==> src/rtl/gbt_pkg.sv <==
// ----------------------------------------------------------------------------
// Graph traversal package
// Shared widths, request and register codes, and the payload and control
// structs of the graph traversal block.
// ----------------------------------------------------------------------------
package gbt_pkg;

  localparam int unsigned MaxVerticesDefault = 16;
  localparam int unsigned FieldLimit         = 16;
  localparam int unsigned VtxW               = 4;
  localparam int unsigned CntW               = 5;
  localparam int unsigned ReqW               = 2;
  localparam int unsigned CfgIdxW            = 1;
  localparam int unsigned CfgDataW           = 5;

  localparam logic [CntW-1:0] VertexCountReset = 5'd16;

  typedef logic [ReqW-1:0] req_t;
  localparam req_t ReqClear = 2'd0;
  localparam req_t ReqEdge  = 2'd1;
  localparam req_t ReqWalk  = 2'd2;

  localparam logic [CfgIdxW-1:0] CfgVertexCount = 1'd0;
  localparam logic [CfgIdxW-1:0] CfgWalkMode    = 1'd1;

  localparam logic ModeBreadth = 1'b0;
  localparam logic ModeDepth   = 1'b1;

  typedef struct packed {
    req_t            req_type;
    logic [VtxW-1:0] first_vertex;
    logic [VtxW-1:0] second_vertex;
  } gbt_in_t;

  typedef struct packed {
    logic [VtxW-1:0] vertex;
    logic            last;
    logic            error;
  } gbt_out_t;

  typedef struct packed {
    logic clear_adj;
    logic add_edge;
    logic init_walk;
    logic step;
    logic flush_last;
    logic emit_error;
  } gbt_cmd_t;

  typedef struct packed {
    logic start_ok;
    logic walk_more;
    logic has_cand;
    logic hold_vld;
    logic out_free;
  } gbt_sts_t;

endpackage

==> src/rtl/gbt_datapath.sv <==
// ----------------------------------------------------------------------------
// Graph traversal datapath
// Adjacency matrix, visited marks, pending queue or stack, neighbor search,
// configuration registers and the result output register.
// ----------------------------------------------------------------------------
module gbt_datapath import gbt_pkg::*; #(
  parameter int unsigned MAX_VERTICES = MaxVerticesDefault
) (
  input  logic                clk_i,
  input  logic                rst_ni,
  input  logic                cfg_we_i,
  input  logic [CfgIdxW-1:0]  cfg_index_i,
  input  logic [CfgDataW-1:0] cfg_data_i,
  input  gbt_in_t             in_data_i,
  input  gbt_cmd_t            cmd_i,
  output gbt_sts_t            sts_o,
  input  logic                out_ready_i,
  output logic                out_valid_o,
  output gbt_out_t            out_data_o
);

  localparam int unsigned ActLim = (MAX_VERTICES < FieldLimit) ? MAX_VERTICES : FieldLimit;
  localparam int unsigned IdxW   = $clog2(ActLim);
  localparam int unsigned PtrW   = $clog2(ActLim + 1);

  function automatic logic [VtxW-1:0] lowest_set(input logic [ActLim-1:0] vec);
    logic [VtxW-1:0] res;
    res = '0;
    for (int i = ActLim - 1; i >= 0; i--) begin
      if (vec[i]) res = VtxW'(i);
    end
    return res;
  endfunction

  logic [CntW-1:0]   vcount_q;
  logic              mode_q;
  logic [ActLim-1:0] adj_q [ActLim];
  logic [ActLim-1:0] visited_q;
  logic [VtxW-1:0]   pend_q [ActLim];
  logic [PtrW-1:0]   head_q, tail_q;
  logic [VtxW-1:0]   hold_q;
  logic              hold_vld_q;
  logic              out_valid_q, out_valid_d;
  gbt_out_t          out_q;

  logic [CntW-1:0]   act_cnt;
  logic [ActLim-1:0] lim_mask;
  logic [PtrW-1:0]   rd_ptr;
  logic [VtxW-1:0]   cur_vtx;
  logic [ActLim-1:0] cand;
  logic [VtxW-1:0]   cand_idx;
  logic              has_cand;
  logic              edge_ok;
  logic              step_emit, step_pop, out_load;
  logic [IdxW-1:0]   a_idx, b_idx;

  assign act_cnt = (vcount_q > CntW'(ActLim)) ? CntW'(ActLim) : vcount_q;

  always_comb begin
    for (int i = 0; i < ActLim; i++) begin
      lim_mask[i] = (CntW'(i) < act_cnt);
    end
  end

  assign a_idx   = in_data_i.first_vertex[IdxW-1:0];
  assign b_idx   = in_data_i.second_vertex[IdxW-1:0];
  assign edge_ok = (CntW'(in_data_i.first_vertex) < CntW'(ActLim)) &&
                   (CntW'(in_data_i.second_vertex) < CntW'(ActLim));

  // Depth first expands the top of stack, breadth first the queue head.
  assign rd_ptr   = (mode_q == ModeDepth) ? (tail_q - PtrW'(1)) : head_q;
  assign cur_vtx  = pend_q[rd_ptr[IdxW-1:0]];
  assign cand     = adj_q[cur_vtx[IdxW-1:0]] & ~visited_q & lim_mask;
  assign has_cand = |cand;
  assign cand_idx = lowest_set(cand);

  assign step_emit = cmd_i.step && has_cand;
  assign step_pop  = cmd_i.step && !has_cand;
  assign out_load  = (step_emit && hold_vld_q) || cmd_i.flush_last || cmd_i.emit_error;

  assign sts_o.start_ok  = CntW'(in_data_i.first_vertex) < act_cnt;
  assign sts_o.walk_more = (mode_q == ModeDepth) ? (tail_q != '0) : (head_q != tail_q);
  assign sts_o.has_cand  = has_cand;
  assign sts_o.hold_vld  = hold_vld_q;
  assign sts_o.out_free  = !out_valid_q || out_ready_i;

  always_ff @(posedge clk_i or negedge rst_ni) begin
    if (!rst_ni) begin
      vcount_q <= VertexCountReset;
      mode_q   <= ModeBreadth;
    end else if (cfg_we_i) begin
      unique case (cfg_index_i)
        CfgVertexCount: vcount_q <= cfg_data_i[CntW-1:0];
        CfgWalkMode:    mode_q   <= cfg_data_i[0];
        default: ;
      endcase
    end
  end

  always_ff @(posedge clk_i or negedge rst_ni) begin
    if (!rst_ni) begin
      for (int r = 0; r < ActLim; r++) adj_q[r] <= '0;
    end else if (cmd_i.clear_adj) begin
      for (int r = 0; r < ActLim; r++) adj_q[r] <= '0;
    end else if (cmd_i.add_edge && edge_ok) begin
      adj_q[a_idx][b_idx] <= 1'b1;
      adj_q[b_idx][a_idx] <= 1'b1;
    end
  end

  always_ff @(posedge clk_i or negedge rst_ni) begin
    if (!rst_ni) begin
      visited_q  <= '0;
      head_q     <= '0;
      tail_q     <= '0;
      hold_vld_q <= 1'b0;
    end else begin
      if (cmd_i.init_walk) begin
        visited_q  <= {{(ActLim-1){1'b0}}, 1'b1} << a_idx;
        head_q     <= '0;
        tail_q     <= PtrW'(1);
        hold_vld_q <= 1'b1;
      end else if (step_emit) begin
        visited_q[cand_idx[IdxW-1:0]] <= 1'b1;
        tail_q <= tail_q + PtrW'(1);
      end else if (step_pop) begin
        if (mode_q == ModeDepth) tail_q <= tail_q - PtrW'(1);
        else                     head_q <= head_q + PtrW'(1);
      end
      if (cmd_i.flush_last) hold_vld_q <= 1'b0;
    end
  end

  always_ff @(posedge clk_i) begin
    if (cmd_i.init_walk) begin
      pend_q[0] <= in_data_i.first_vertex;
      hold_q    <= in_data_i.first_vertex;
    end else if (step_emit) begin
      pend_q[tail_q[IdxW-1:0]] <= cand_idx;
      hold_q                   <= cand_idx;
    end
  end

  assign out_valid_d = out_load || (out_valid_q && !out_ready_i);

  always_ff @(posedge clk_i or negedge rst_ni) begin
    if (!rst_ni) out_valid_q <= 1'b0;
    else         out_valid_q <= out_valid_d;
  end

  always_ff @(posedge clk_i) begin
    if (cmd_i.emit_error) begin
      out_q <= '{vertex: '0, last: 1'b1, error: 1'b1};
    end else if (out_load) begin
      out_q <= '{vertex: hold_q, last: cmd_i.flush_last, error: 1'b0};
    end
  end

  assign out_valid_o = out_valid_q;
  assign out_data_o  = out_q;

endmodule

==> src/rtl/gbt_ctrl.sv <==
// ----------------------------------------------------------------------------
// Graph traversal controller
// Accepts requests and sequences the walk, one neighbor search per cycle unless a found neighbor meets a full output.
// ----------------------------------------------------------------------------
module gbt_ctrl import gbt_pkg::*; (
  input  logic     clk_i,
  input  logic     rst_ni,
  input  logic     in_valid_i,
  input  req_t     req_type_i,
  output logic     in_ready_o,
  input  gbt_sts_t sts_i,
  output gbt_cmd_t cmd_o
);

  localparam logic [1:0] StIdle = 2'd0;
  localparam logic [1:0] StScan = 2'd1;
  localparam logic [1:0] StFin  = 2'd2;
  localparam logic [1:0] StErr  = 2'd3;

  logic [1:0] state_q, state_d;

  always_comb begin
    state_d    = state_q;
    cmd_o      = '0;
    in_ready_o = 1'b0;
    unique case (state_q)
      StIdle: begin
        in_ready_o = 1'b1;
        if (in_valid_i) begin
          unique case (req_type_i)
            ReqClear: cmd_o.clear_adj = 1'b1;
            ReqEdge:  cmd_o.add_edge  = 1'b1;
            ReqWalk: begin
              if (sts_i.start_ok) begin
                cmd_o.init_walk = 1'b1;
                state_d         = StScan;
              end else begin
                state_d = StErr;
              end
            end
            default: ;
          endcase
        end
      end
      StScan: begin
        if (!sts_i.walk_more) begin
          state_d = StFin;
        end else if (!(sts_i.has_cand && sts_i.hold_vld && !sts_i.out_free)) begin
          // A found neighbor pushes the held vertex out, so it waits for space.
          cmd_o.step = 1'b1;
        end
      end
      StFin: begin
        if (sts_i.out_free) begin
          cmd_o.flush_last = 1'b1;
          state_d          = StIdle;
        end
      end
      StErr: begin
        if (sts_i.out_free) begin
          cmd_o.emit_error = 1'b1;
          state_d          = StIdle;
        end
      end
      default: state_d = StIdle;
    endcase
  end

  always_ff @(posedge clk_i or negedge rst_ni) begin
    if (!rst_ni) state_q <= StIdle;
    else         state_q <= state_d;
  end

endmodule

==> src/rtl/graph_bfs_dfs_traversal.sv <==
// ----------------------------------------------------------------------------
// Graph traversal block
// Undirected adjacency matrix with breadth-first and depth-first walks.
// ----------------------------------------------------------------------------
// The block holds an undirected adjacency bit matrix for up to sixteen
// vertices. A clear request empties the matrix and an edge request sets the
// bit for a vertex pair in both rows; neither gives a result. A traverse
// request walks the graph from its start vertex, breadth first with a queue
// or depth first with a stack as the walk mode register selects, always
// taking the lowest-numbered unvisited neighbor below the vertex count
// first. Every visited vertex is sent out as one result transfer in visit
// order, and the final one carries last. A start vertex that is not below
// the vertex count gives a single result with vertex zero, last and error
// set. Each step of a walk reads one adjacency row of the vertex being
// expanded and runs it through a priority encoder, and each vertex costs one
// step when it is found and one more when its row runs out of unvisited
// neighbors. A stalled result output holds the walk only when a new vertex
// is found or the final result waits to go out. The next request is taken
// once the last result of the walk is in the output register; configuration
// is written through the plain write port between requests.
module graph_bfs_dfs_traversal import gbt_pkg::*; #(
  parameter int unsigned MAX_VERTICES = MaxVerticesDefault
) (
  input  logic                clk_i,
  input  logic                rst_ni,
  input  logic                cfg_we_i,
  input  logic [CfgIdxW-1:0]  cfg_index_i,
  input  logic [CfgDataW-1:0] cfg_data_i,
  input  logic                in_valid_i,
  output logic                in_ready_o,
  input  gbt_in_t             in_data_i,
  output logic                out_valid_o,
  input  logic                out_ready_i,
  output gbt_out_t            out_data_o
);

  // Commands from the controller and status back from the datapath.
  gbt_cmd_t cmd;
  gbt_sts_t sts;

  gbt_ctrl u_ctrl (
    .clk_i      (clk_i),
    .rst_ni     (rst_ni),
    .in_valid_i (in_valid_i),
    .req_type_i (in_data_i.req_type),
    .in_ready_o (in_ready_o),
    .sts_i      (sts),
    .cmd_o      (cmd)
  );

  // The datapath owns the matrix, the walk state and the output register.
  gbt_datapath #(
    .MAX_VERTICES (MAX_VERTICES)
  ) u_datapath (
    .clk_i       (clk_i),
    .rst_ni      (rst_ni),
    .cfg_we_i    (cfg_we_i),
    .cfg_index_i (cfg_index_i),
    .cfg_data_i  (cfg_data_i),
    .in_data_i   (in_data_i),
    .cmd_i       (cmd),
    .sts_o       (sts),
    .out_ready_i (out_ready_i),
    .out_valid_o (out_valid_o),
    .out_data_o  (out_data_o)
  );

endmodule

==> config.mk <==
export PLATFORM = sky130hd
export DESIGN_NAME = graph_bfs_dfs_traversal
export DESIGN_NICKNAME = d
export VERILOG_FILES = /design/src/rtl/gbt_pkg.sv /design/src/rtl/gbt_datapath.sv /design/src/rtl/gbt_ctrl.sv /design/src/rtl/graph_bfs_dfs_traversal.sv
export SDC_FILE = /design/constraint.sdc
export NUM_CORES = 1
export LEC_CHECK = 0
export BUFFER_PORTS_ARGS = -buffer_cell sky130_fd_sc_hd__buf_2
export CORE_MARGIN = 4
export CORE_UTILIZATION = 60
export CTS_CLUSTER_DIAMETER = 80
export CTS_CLUSTER_SIZE = 30
export DETAILED_ROUTE_END_ITERATION = 8
export HOLD_SLACK_MARGIN = 0.05
export PLACE_DENSITY = 0.77
export SLEW_MARGIN = 20
export SYNTH_ARGS = -nofsm -noshare
export SYNTH_HDL_FRONTEND = slang
export SYNTH_HIERARCHICAL = 1
export SYNTH_SLANG_ARGS = --single-unit
export TNS_END_PERCENT = 50
==> constraint.sdc <==
create_clock -name clk_i -period 20.1 [get_ports clk_i]
set_input_delay 2.01 -clock clk_i [delete_from_list [all_inputs] [get_ports clk_i]]
set_output_delay 2.01 -clock clk_i [all_outputs]
set_load 0.01 [all_outputs]
==> flow_summary.json, run 1 <==
{
  "io_buffers": 28,
  "irDropWorstVdd_uv": 210,
  "cts_hold_buf": 0,
  "antenna_found_initial": 1,
  "syn_avg_cell_area_um2": 9.53,
  "endpoint_kind": "flop",
  "die_w_um": 183,
  "start_kind": "flop",
  "cts_tree": "done",
  "ys_warn_count": 6,
  "gp_congestion": 0.922,
  "drt_iter0_markers": 2383,
  "tns_ns": 0,
  "path_max_fanout": 123,
  "cp.required_ns": 20.27,
  "core_region_area_mm2": 0.0300,
  "h-tree-depth": 1,
  "synth_edf_count": 68,
  "hold_ws_ns": 0.462,
  "cp.arrival_ns": 8.68,
  "drv_cap": 0,
  "numCtsBuffers": 20,
  "clock-skew-final_ns": 0.0395,
  "synthFlopType": "dfrtp_1",
  "async_flop_share": 0.798,
  "finalHoldViolations": 0,
  "mappedNetlistArea_mm2": 0.0185,
  "synth_cell_types": 79,
  "p_per_area_mw_per_mm2": 161,
  "grt-ovfl-total": 0,
  "grt_max_degree": 198,
  "grt_pass1_vias": 14800,
  "slew_viol_final": 0,
  "rsz0062_at_grt": "false",
  "tightest_slew_ns": 1.22,
  "start_util": 0.615,
  "ys_top_cells_by_area": "dfrtp_1 (39%), edfxtp_1 (11%), a21oi_1 (8.2%)",
  "postSynthCellCount": 1939,
  "cts_sinks": 366,
  "hp-class": "flop to flop",
  "yosysTopAreaCell": "dfrtp_1",
  "synth.most_common_cell": "nor2_1",
  "path_class": "flop to flop",
  "ant_nets": 0,
  "drive_gt1_frac": 0.0661,
  "finalSetupViolCount": 0,
  "root_buffer": "clkbuf_16",
  "rows": 63,
  "netlist.area_leader.share": 0.394,
  "outcome": "completed",
  "worstSkewPairLatency_ns": 0.56,
  "drt_wl_total_um": 54100,
  "drc": 0,
  "clock.fmax_ghz": 0.118,
  "firstDrtPassIters": 6,
  "synth_seq_cells": 366,
  "ioPinCount": 29,
  "final_area_mm2": 0.0193,
  "die_area_mm2": 0.0337,
  "synth.net_count": 1967,
  "synth_seq_area_share": 0.513,
  "post_cts_buffers": 0,
  "cts_resized": 0,
  "dpl_cell_area_mm2": 0.0186,
  "vias": 15600,
  "wl_per_cell_um": 24.0,
  "cts_max_path_buffers": 3,
  "finalCritPeriodShare": 0.423,
  "die_h_um": 183,
  "dp_hpwl_um": 33700,
  "vias_per_cell": 6.93,
  "clkTransAtPathRegs_ns": 0.10,
  "p_leak_nw": 8.59,
  "min_period_ns": 8.51,
  "fillers": 2463,
  "fin_nets": 1876,
  "grt.total_usage": 0.315,
  "relSlewSlack": 0.186,
  "grt_pass1_wl_um": 84800,
  "area_growth_pct": 4.55,
  "synth_commonest_cells": "nor2_1 (322), a21oi_1 (304), dfrtp_1 (291), mux2i_1 (143), o22ai_1 (132)"
}
-- report_power, final --
group          internal, mW  switching [mW]  leakage (nW)
Sequential            0.870          0.0632          4.68
Combinational         0.569            1.13          3.58
Clock                 0.216           0.269         0.336
Total                  1.65            1.46          8.59
-- through the flow --
stage	util	power, mW	setup slack [ns]	cells
final	0.643	3.12	11.59	2252
after global routing	0.643	3.23	11.19	2250
after CTS	0.643	3.05	11.80	2250
after detailed placement	0.620	2.57	11.85	2216
after global placement	0.620	2.54	12.10	2216
after floorplan	-	2.12	13.67	1939
-- state kept, by name, summed over array words and instances (netlist names) --
name and cells:
u_datapath/hold_vld_q 1, u_datapath/pend_q 64, u_datapath/hold_q 4, u_datapath/vcount_q 5, u_datapath/out_data_o 6, u_datapath/tail_q 5, u_ctrl/state_q 2, u_datapath/out_valid_o 1
u_datapath/mode_q 1, u_datapath/visited_q 16, u_datapath/adj_q 256, u_datapath/head_q 5
-- critical path, cell delays in order, from the launching register on --
cell,delay [ns]
dfrtp_1,0.70
inv_1,0.19
ha_1,0.38
nor2b_1,0.81
a22oi_1,0.20
o22ai_1,0.30
nor3_4,0.08
nor4_4,0.32
buf_12,0.55
mux2i_1,0.45
a22oi_1,0.13
nand3_1,0.15
a211oi_1,0.12
or4_4,0.57
or4b_4,0.71
a31oi_2,0.23
buf_4,0.27
nor2b_1,0.21
nand2_1,0.51
nor4_1,0.89
-- path summary, 6_finish.rpt --
path	endpoint	startpoint	depth (start not counted)	slack, ns
max	u_datapath/pend_q[8][3]	u_datapath/tail_q[1]	19	11.59
min	u_datapath/out_data_o[0]	u_datapath/out_data_o[0]	1	0.46
max reg2reg	u_datapath/pend_q[8][3]	u_datapath/tail_q[1]	19	11.59
min reg2reg	u_datapath/out_data_o[0]	u_datapath/out_data_o[0]	1	0.46
max in group asynchronous	u_datapath/adj_q[8]	rst_ni	2	17.15
min in group asynchronous	u_datapath/tail_q[0]	rst_ni	1	1.48
-- layout make-up --
class	count	area, um2	area share
sequential	366	9470	0.490
multi-input combinational	1400	8280	0.429
tap	390	488	0.0253
clock buffer	25	571	0.0295
clock inverter	9	128	0.00661
timing repair buffer	49	333	0.0172
antenna	2	5.00	0.000259
inverter	11	41.3	0.00214
-- placed cells by master, fill, tap and decap left out, drive strengths merged, types with 14 or more instances in the layout --
cell and count:
a22oi 57, mux2 14, buf 49, nand2 108
nand3 34, nor2b 18, o22ai 132, dfrtp 291
a21oi 306, o21ai 30, nor4 14, nor2 322
nand2b 41, inv 16, clkbuf 25, nor3 28
edfxtp 68, mux2i 143
-- metal layers --
layer,part of all wire,up-vias,track usage
li1,-,6838,-
met1,0.41,7599,0.466
met2,0.44,994,0.472
met3,0.11,169,0.0584
met4,0.041,0,0.113
met5,0,-,0
-- logic make-up (layout without fill, tap and decap cells) --
kind of cell             Yosys count  in the layout  share of synthesized area
AND/OR/NAND/NOR                  625            625                      0.157
AO/OA/AOI/OAI                    606            606                      0.197
flip-flops                       366            366                      0.513
buffers and inverters            173             94                     0.0407
multiplexers                     157            157                     0.0860
adder cells (fa/ha/maj)            7              7                    0.00474
XOR/XNOR                           5              5                    0.00237
other                              0              2                          0
Power figures use the tool's default switching activity.
==> inputs of run 2 (changes only) <==
- ABC_AREA: unset -> 1
- CORE_UTILIZATION: 60 -> 57
- PLACE_DENSITY: 0.77 -> 0.76
- clock period: 20.1 -> 7.65 ns (I/O delays scaled with it)
==> run 2 against run 1 <==
Compared with the run above: clock-buffer cell count shrank 4; cell count is 21% higher; utilization shrank 3.6 points; synthesized area rose by 1.8%; die area increased by 6.9%; largest power group unchanged; sequential power grew to 2.7 times the previous value; largest cell class unchanged; cell area is 2.3% higher.
==> flow_summary.json, run 2 <==
{
  "mappedNetlistArea_mm2": 0.0188,
  "rr_startpoint": "u_datapath/tail_q[0]",
  "hp-class": "primary input to async pin",
  "grt.total_usage": 0.308,
  "path_class": "flop to flop",
  "diodes": 0,
  "die_area_mm2": 0.0360,
  "synth.most_common_cell": "inv_1",
  "synth_seq_cells": 366,
  "drc": 0,
  "die_w_um": 190,
  "start_util": 0.578,
  "core_region_area_mm2": 0.0325,
  "clock-skew-final_ns": 0.0354,
  "synth_commonest_cells": "inv_1 (357), nand2_1 (349), a21oi_1 (318), dfrtp_1 (291), nand3_1 (219)",
  "ys_warn_count": 6,
  "tightest_slew_ns": 1.05,
  "min_period_ns": 6.48,
  "ys_top_cells_by_area": "dfrtp_1 (39%), edfxtp_1 (11%), a21oi_1 (8.5%)",
  "numCtsBuffers": 20,
  "synth_edf_count": 68,
  "gp_congestion": 0.977,
  "start_kind": "flop",
  "drt_iter0_markers": 2359,
  "place_ws_ns": 1.38,
  "p_per_area_mw_per_mm2": 477,
  "grt_max_degree": 258,
  "die_h_um": 190,
  "clock.fmax_ghz": 0.154,
  "syn_avg_cell_area_um2": 8.00,
  "final_area_mm2": 0.0198,
  "fin_nets": 2307,
  "outcome": "completed",
  "path_max_fanout": 79,
  "netlist.area_leader.share": 0.387,
  "reg2reg_slack_ns": 1.17,
  "endpoint_kind": "flop",
  "vias_per_cell": 6.12,
  "antenna_found_initial": 0,
  "cts_max_path_buffers": 3,
  "top_register": "u_datapath/adj_q",
  "vias": 16700,
  "grt-ovfl-total": 0,
  "synth_cell_types": 48,
  "rr_endpoint": "u_datapath/pend_q[5][0]",
  "cts_resized": 0,
  "cts_sinks": 366,
  "synthFlopType": "dfrtp_1",
  "root_buffer": "clkbuf_16",
  "postSynthCellCount": 2353,
  "finalSetupViolCount": 0,
  "r2r_cells": 26,
  "final_cell_mix": "inv_1 (357), nand2_1 (348), a21oi_1 (318)",
  "cp_common_cell": "nand3_1",
  "rows": 66,
  "finalCritPeriodShare": 0.848,
  "ioPinCount": 29,
  "synth.net_count": 2381,
  "cp.arrival_ns": 6.71,
  "irDropWorstVdd_uv": 417,
  "relSlewSlack": 0.300,
  "finalHoldViolations": 0,
  "tns_ns": 0,
  "slew_viol_final": 0,
  "rsz0062_at_grt": "false",
  "h-tree-depth": 1,
  "ant_nets": 0,
  "clkTransAtPathRegs_ns": 0.11,
  "grt_pass1_vias": 15800,
  "area_growth_pct": 5.00,
  "drv_cap": 0,
  "cts_hold_buf": 0,
  "max_stage_delay_ns": 0.55,
  "dpl_cell_area_mm2": 0.0190,
  "cp_slowest_cell": "a31oi_1",
  "largest_reg_flops": 256,
  "io_buffers": 28,
  "async_flop_share": 0.798,
  "p_leak_nw": 8.23,
  "largestRegisters": "u_datapath/adj_q: 256 flops, u_datapath/pend_q: 64 flops, u_datapath/visited_q: 16 flops",
  "utilization": 0.607,
  "drt_wl_total_um": 56300,
  "dp_hpwl_um": 36600,
  "cp.required_ns": 7.87,
  "cts_tree": "done",
  "setup_slack_ns": 1.17,
  "firstDrtPassIters": 6,
  "yosysTopAreaCell": "dfrtp_1",
  "wl_per_cell_um": 20.6,
  "worstSkewPairLatency_ns": 0.58,
  "post_cts_buffers": 0,
  "grt_pass1_wl_um": 87800,
  "final_common_cell": "inv_1",
  "drive_gt1_frac": 0.0624,
  "synth_seq_area_share": 0.503
}
-- run 2: changes by cell type in the layout (fill, tap and decap cells not counted), sizes merged, moves of 41 or more --
cell / change
nand3: +188
o21ai: +119
mux2i: -143
o22ai: -49
nand2b: -41
nor2: -101
nand2: +254
a22oi: -57
o211ai: +53
inv: +365
-- run 2: worst max path at each step --
stage	end	cells past startpoint	start	slack (ns)
finish	u_datapath/pend_q[5][0]	26	u_datapath/tail_q[0]	1.17
global route	u_datapath/pend_q[9][0]	26	u_datapath/tail_q[0]	0.84
CTS	u_datapath/pend_q[5][0]	27	u_datapath/tail_q[0]	1.38
detailed placement	u_datapath/pend_q[13][3]	27	u_datapath/tail_q[0]	1.38
global placement	u_datapath/pend_q[12][1]	27	u_datapath/tail_q[0]	1.66
floorplan	u_datapath/pend_q[0][1]	27	u_datapath/tail_q[0]	2.98
-- run 2: metrics by stage --
stage | hold slack (ns) | std cells | power [mW]
after CTS | 0.244 | 2734 | 9.27
after global routing | 0.262 | 2735 | 10.0
after global placement | 0.428 | 2698 | 7.92
final | 0.217 | 2735 | 9.41
after floorplan | 0.439 | 2353 | 6.56
after detailed placement | 0.433 | 2698 | 7.99
-- run 2: final cells by class --
type,instances,area (um2)
Sequential cell,366,9470
Tap cell,442,553
Clock inverter,15,188
Multi-Input combinational cell,1470,7260
Clock buffer,21,504
Inverter,373,1410
Fill cell,2977,12800
Timing Repair Buffer,48,370
-- run 2: report_power, final --
group	switching [mW]	internal, mW	total (mW)
clock	0.730	0.533	1.26
sequential	0.164	2.37	2.53
combinational	4.07	1.56	5.62
-- run 2: logic make-up (layout without fill, tap and decap cells) --
group                    after synthesis  in the layout  synth area share
adder cells (fa/ha/maj)                7              7           0.00466
AO/OA/AOI/OAI                        633            633             0.189
XOR/XNOR                               2              2          0.000931
buffers and inverters                517            457             0.112
AND/OR/NAND/NOR                      828            828             0.189
flip-flops                           366            366             0.503
-- run 2: worst max-delay path: cells and delay by family (launching register included) --
family,cells,cell delay (ns)
flops,1,0.50
simple gates,17,3.52
compound gates,3,0.80
fa+ha+maj,1,0.36
buf+inv,5,0.91
-- run 2: layer usage --
metal | up-vias | GRT usage | share of wire
met5 | - | 0 | 0
met4 | 0 | 0.111 | 0.040
met3 | 168 | 0.0650 | 0.11
met2 | 974 | 0.470 | 0.44
met1 | 7963 | 0.439 | 0.41
li1 | 7620 | - | -
==> inputs of run 3 (changes only) <==
- ABC_AREA: 1 -> 0
- CORE_UTILIZATION: 57 -> 60
- PLACE_DENSITY: 0.76 -> 0.77
- clock period: 7.65 -> 6.2 ns (I/O delays scaled with it)
==> run 3 against run 2 <==
Compared with the run above: cell count decreased by 15%; total power increased by 15%; clock-buffer cell count increased by 2; largest power group unchanged.
==> flow_summary.json, run 3 (synthesis results as in run 1) <==
{
  "core_region_area_mm2": 0.0300,
  "reg2reg_slack_ns": 0.25,
  "p_leak_nw": 8.98,
  "vias_per_cell": 6.94,
  "tightest_slew_ns": 1.20,
  "dp_hpwl_um": 37800,
  "cp_slowest_cell": "or4b_4",
  "worstSkewPairLatency_ns": 0.55,
  "cp_top_family": "simple AND/OR/NAND/NOR gates",
  "dpl_cell_area_mm2": 0.0192,
  "path_class": "flop to flop",
  "largest_reg_flops": 256,
  "diodes": 0,
  "p_int_mw": 5.95,
  "wl_met3_um": 7050,
  "antenna_found_initial": 0,
  "firstDrtPassIters": 6,
  "power.clock.fraction": 0.136,
  "ioPinCount": 29,
  "p_sw_frac": 0.451,
  "grt_pass1_wl_um": 89200,
  "h-tree-depth": 1,
  "relSlewSlack": 0.195,
  "cp.arrival_ns": 6.21,
  "start_kind": "flop",
  "die_w_um": 183,
  "rows": 63,
  "vias": 16100,
  "path_max_fanout": 21,
  "fillers": 2374,
  "hp-class": "primary input to async pin",
  "wl_per_cell_um": 24.8,
  "p_per_area_mw_per_mm2": 542,
  "comb_power_share": 0.589,
  "ant_nets": 0,
  "start_util": 0.615,
  "drt_iter0_markers": 2556,
  "drv_cap": 0,
  "seqPwrFrac": 0.274,
  "fin_nets": 1944,
  "grt.total_usage": 0.335,
  "cp.required_ns": 6.45,
  "drive_gt1_frac": 0.103,
  "rsz0062_at_grt": "true",
  "cp_common_cell": "buf_4",
  "grt_pass1_vias": 15300,
  "clkTransAtPathRegs_ns": 0.10,
  "finalSetupViolCount": 0,
  "slew_viol_final": 0,
  "root_buffer": "clkbuf_16",
  "grt_max_degree": 152,
  "area_growth_pct": 8.20,
  "drt-met1-wl_um": 23300,
  "irDropWorstVdd_uv": 403,
  "max_stage_delay_ns": 0.59,
  "drc": 0,
  "die_h_um": 183,
  "hold_ws_ns": 0.0445,
  "cp_cell_sequence": "buf_4, or4_4, a31o_4, or3b_1, nor3_1, nor4_4, buf_12, buf_12, mux2i_1, a22oi_1, and4_1, a21o_1, or4_4, or4b_4, a31oi_2, nor2b_1, nand2_1, buf_4, nor4_1, buf_4",
  "ff_latch_area_mm2": 0.00947,
  "met2_length_um": 25400,
  "endpoint_kind": "flop",
  "p_sw_mw": 4.88,
  "critPathBufInv": 5,
  "clock-skew-final_ns": 0.0285,
  "top_layer_used": "met4",
  "finalCritPeriodShare": 0.960,
  "final_area_mm2": 0.0200,
  "clock.fmax_ghz": 0.168,
  "min_period_ns": 5.95,
  "final_cell_mix": "nor2_1 (321), a21oi_1 (304), dfrtp_1 (291)",
  "final_common_cell": "nor2_1",
  "cts_tree": "done",
  "numCtsBuffers": 18,
  "outcome": "completed",
  "top_register": "u_datapath/adj_q",
  "grt-ovfl-total": 0,
  "gp_congestion": 0.995,
  "io_buffers": 28,
  "drt_wl_total_um": 57500,
  "finalHoldViolations": 0,
  "largestRegisters": "u_datapath/adj_q: 256 flops, u_datapath/pend_q: 64 flops, u_datapath/visited_q: 16 flops",
  "die_area_mm2": 0.0337,
  "cts_max_path_buffers": 3,
  "multi_input_area_mm2": 0.00834,
  "cts_sinks": 366
}
-- run 3: power by group through the flow --
stage	registers, mW	logic [mW]	clock network, mW
floorplan	2.96	3.91	0
global placement	3.01	5.96	0
detailed placement	3.01	6.02	0
CTS	2.97	6.04	1.50
global route	2.99	6.73	1.59
finish	2.97	6.38	1.48
-- run 3: what timing repair did --
action | in CTS | in global routing
pin swaps | 0 | 2
cloned | 0 | 1
hold endpoints to repair | 0 | 0
setup endpoints to repair | 1 | 90
gates resized for setup | 1 | 15
hold buffers | 0 | 0
setup buffers | 0 | 3
-- run 3: path summary, 6_finish.rpt --
| kind | start | to | cells after the start |
|---|---|---|---|
| worst max-delay path | u_datapath/tail_q[1] | u_datapath/pend_q[1][3] | 20 |
| worst min-delay path | rst_ni | u_datapath/vcount_q[0] | 1 |
| worst max register to register | u_datapath/tail_q[1] | u_datapath/pend_q[1][3] | 20 |
| worst min register to register | u_datapath/out_data_o[0] | u_datapath/out_data_o[0] | 1 |
| max in group asynchronous | rst_ni | u_datapath/adj_q[235] | 2 |
| min in group clk_i | cfg_data_i[3] | u_datapath/vcount_q[3] | 2 |
-- run 3: per-stage QoR --
stage | total power, mW | util | instances | TNS [ns] | setup WS [ns]
2_1_floorplan | 6.87 | - | 1939 | -5.14 | -0.101
3_3_place_gp | 8.97 | 0.640 | 2281 | 0 | 0.205
3_5_place_dp | 9.03 | 0.640 | 2281 | 0 | 0.0111
4_1_cts | 10.5 | 0.661 | 2313 | 0 | 0.0659
5_1_grt | 11.3 | 0.666 | 2318 | -0.0340 | -0.0340
6_report | 10.8 | 0.666 | 2318 | 0 | 0.246
-- run 3: area by class of cell --
cell class                 count  share of cell area
clock buffer                  23              0.0245
clock inverter                 9             0.00645
inverter                      11             0.00207
multi-input combinational   1400               0.417
sequential                   366               0.474
tap                          390              0.0244
timing repair buffer         119              0.0516
-- run 3: routing by layer --
metal | track usage | up-vias
met5 | 0 | -
met4 | 0.0951 | 0
met3 | 0.0778 | 154
met2 | 0.498 | 1120
met1 | 0.499 | 7824
li1 | - | 6981
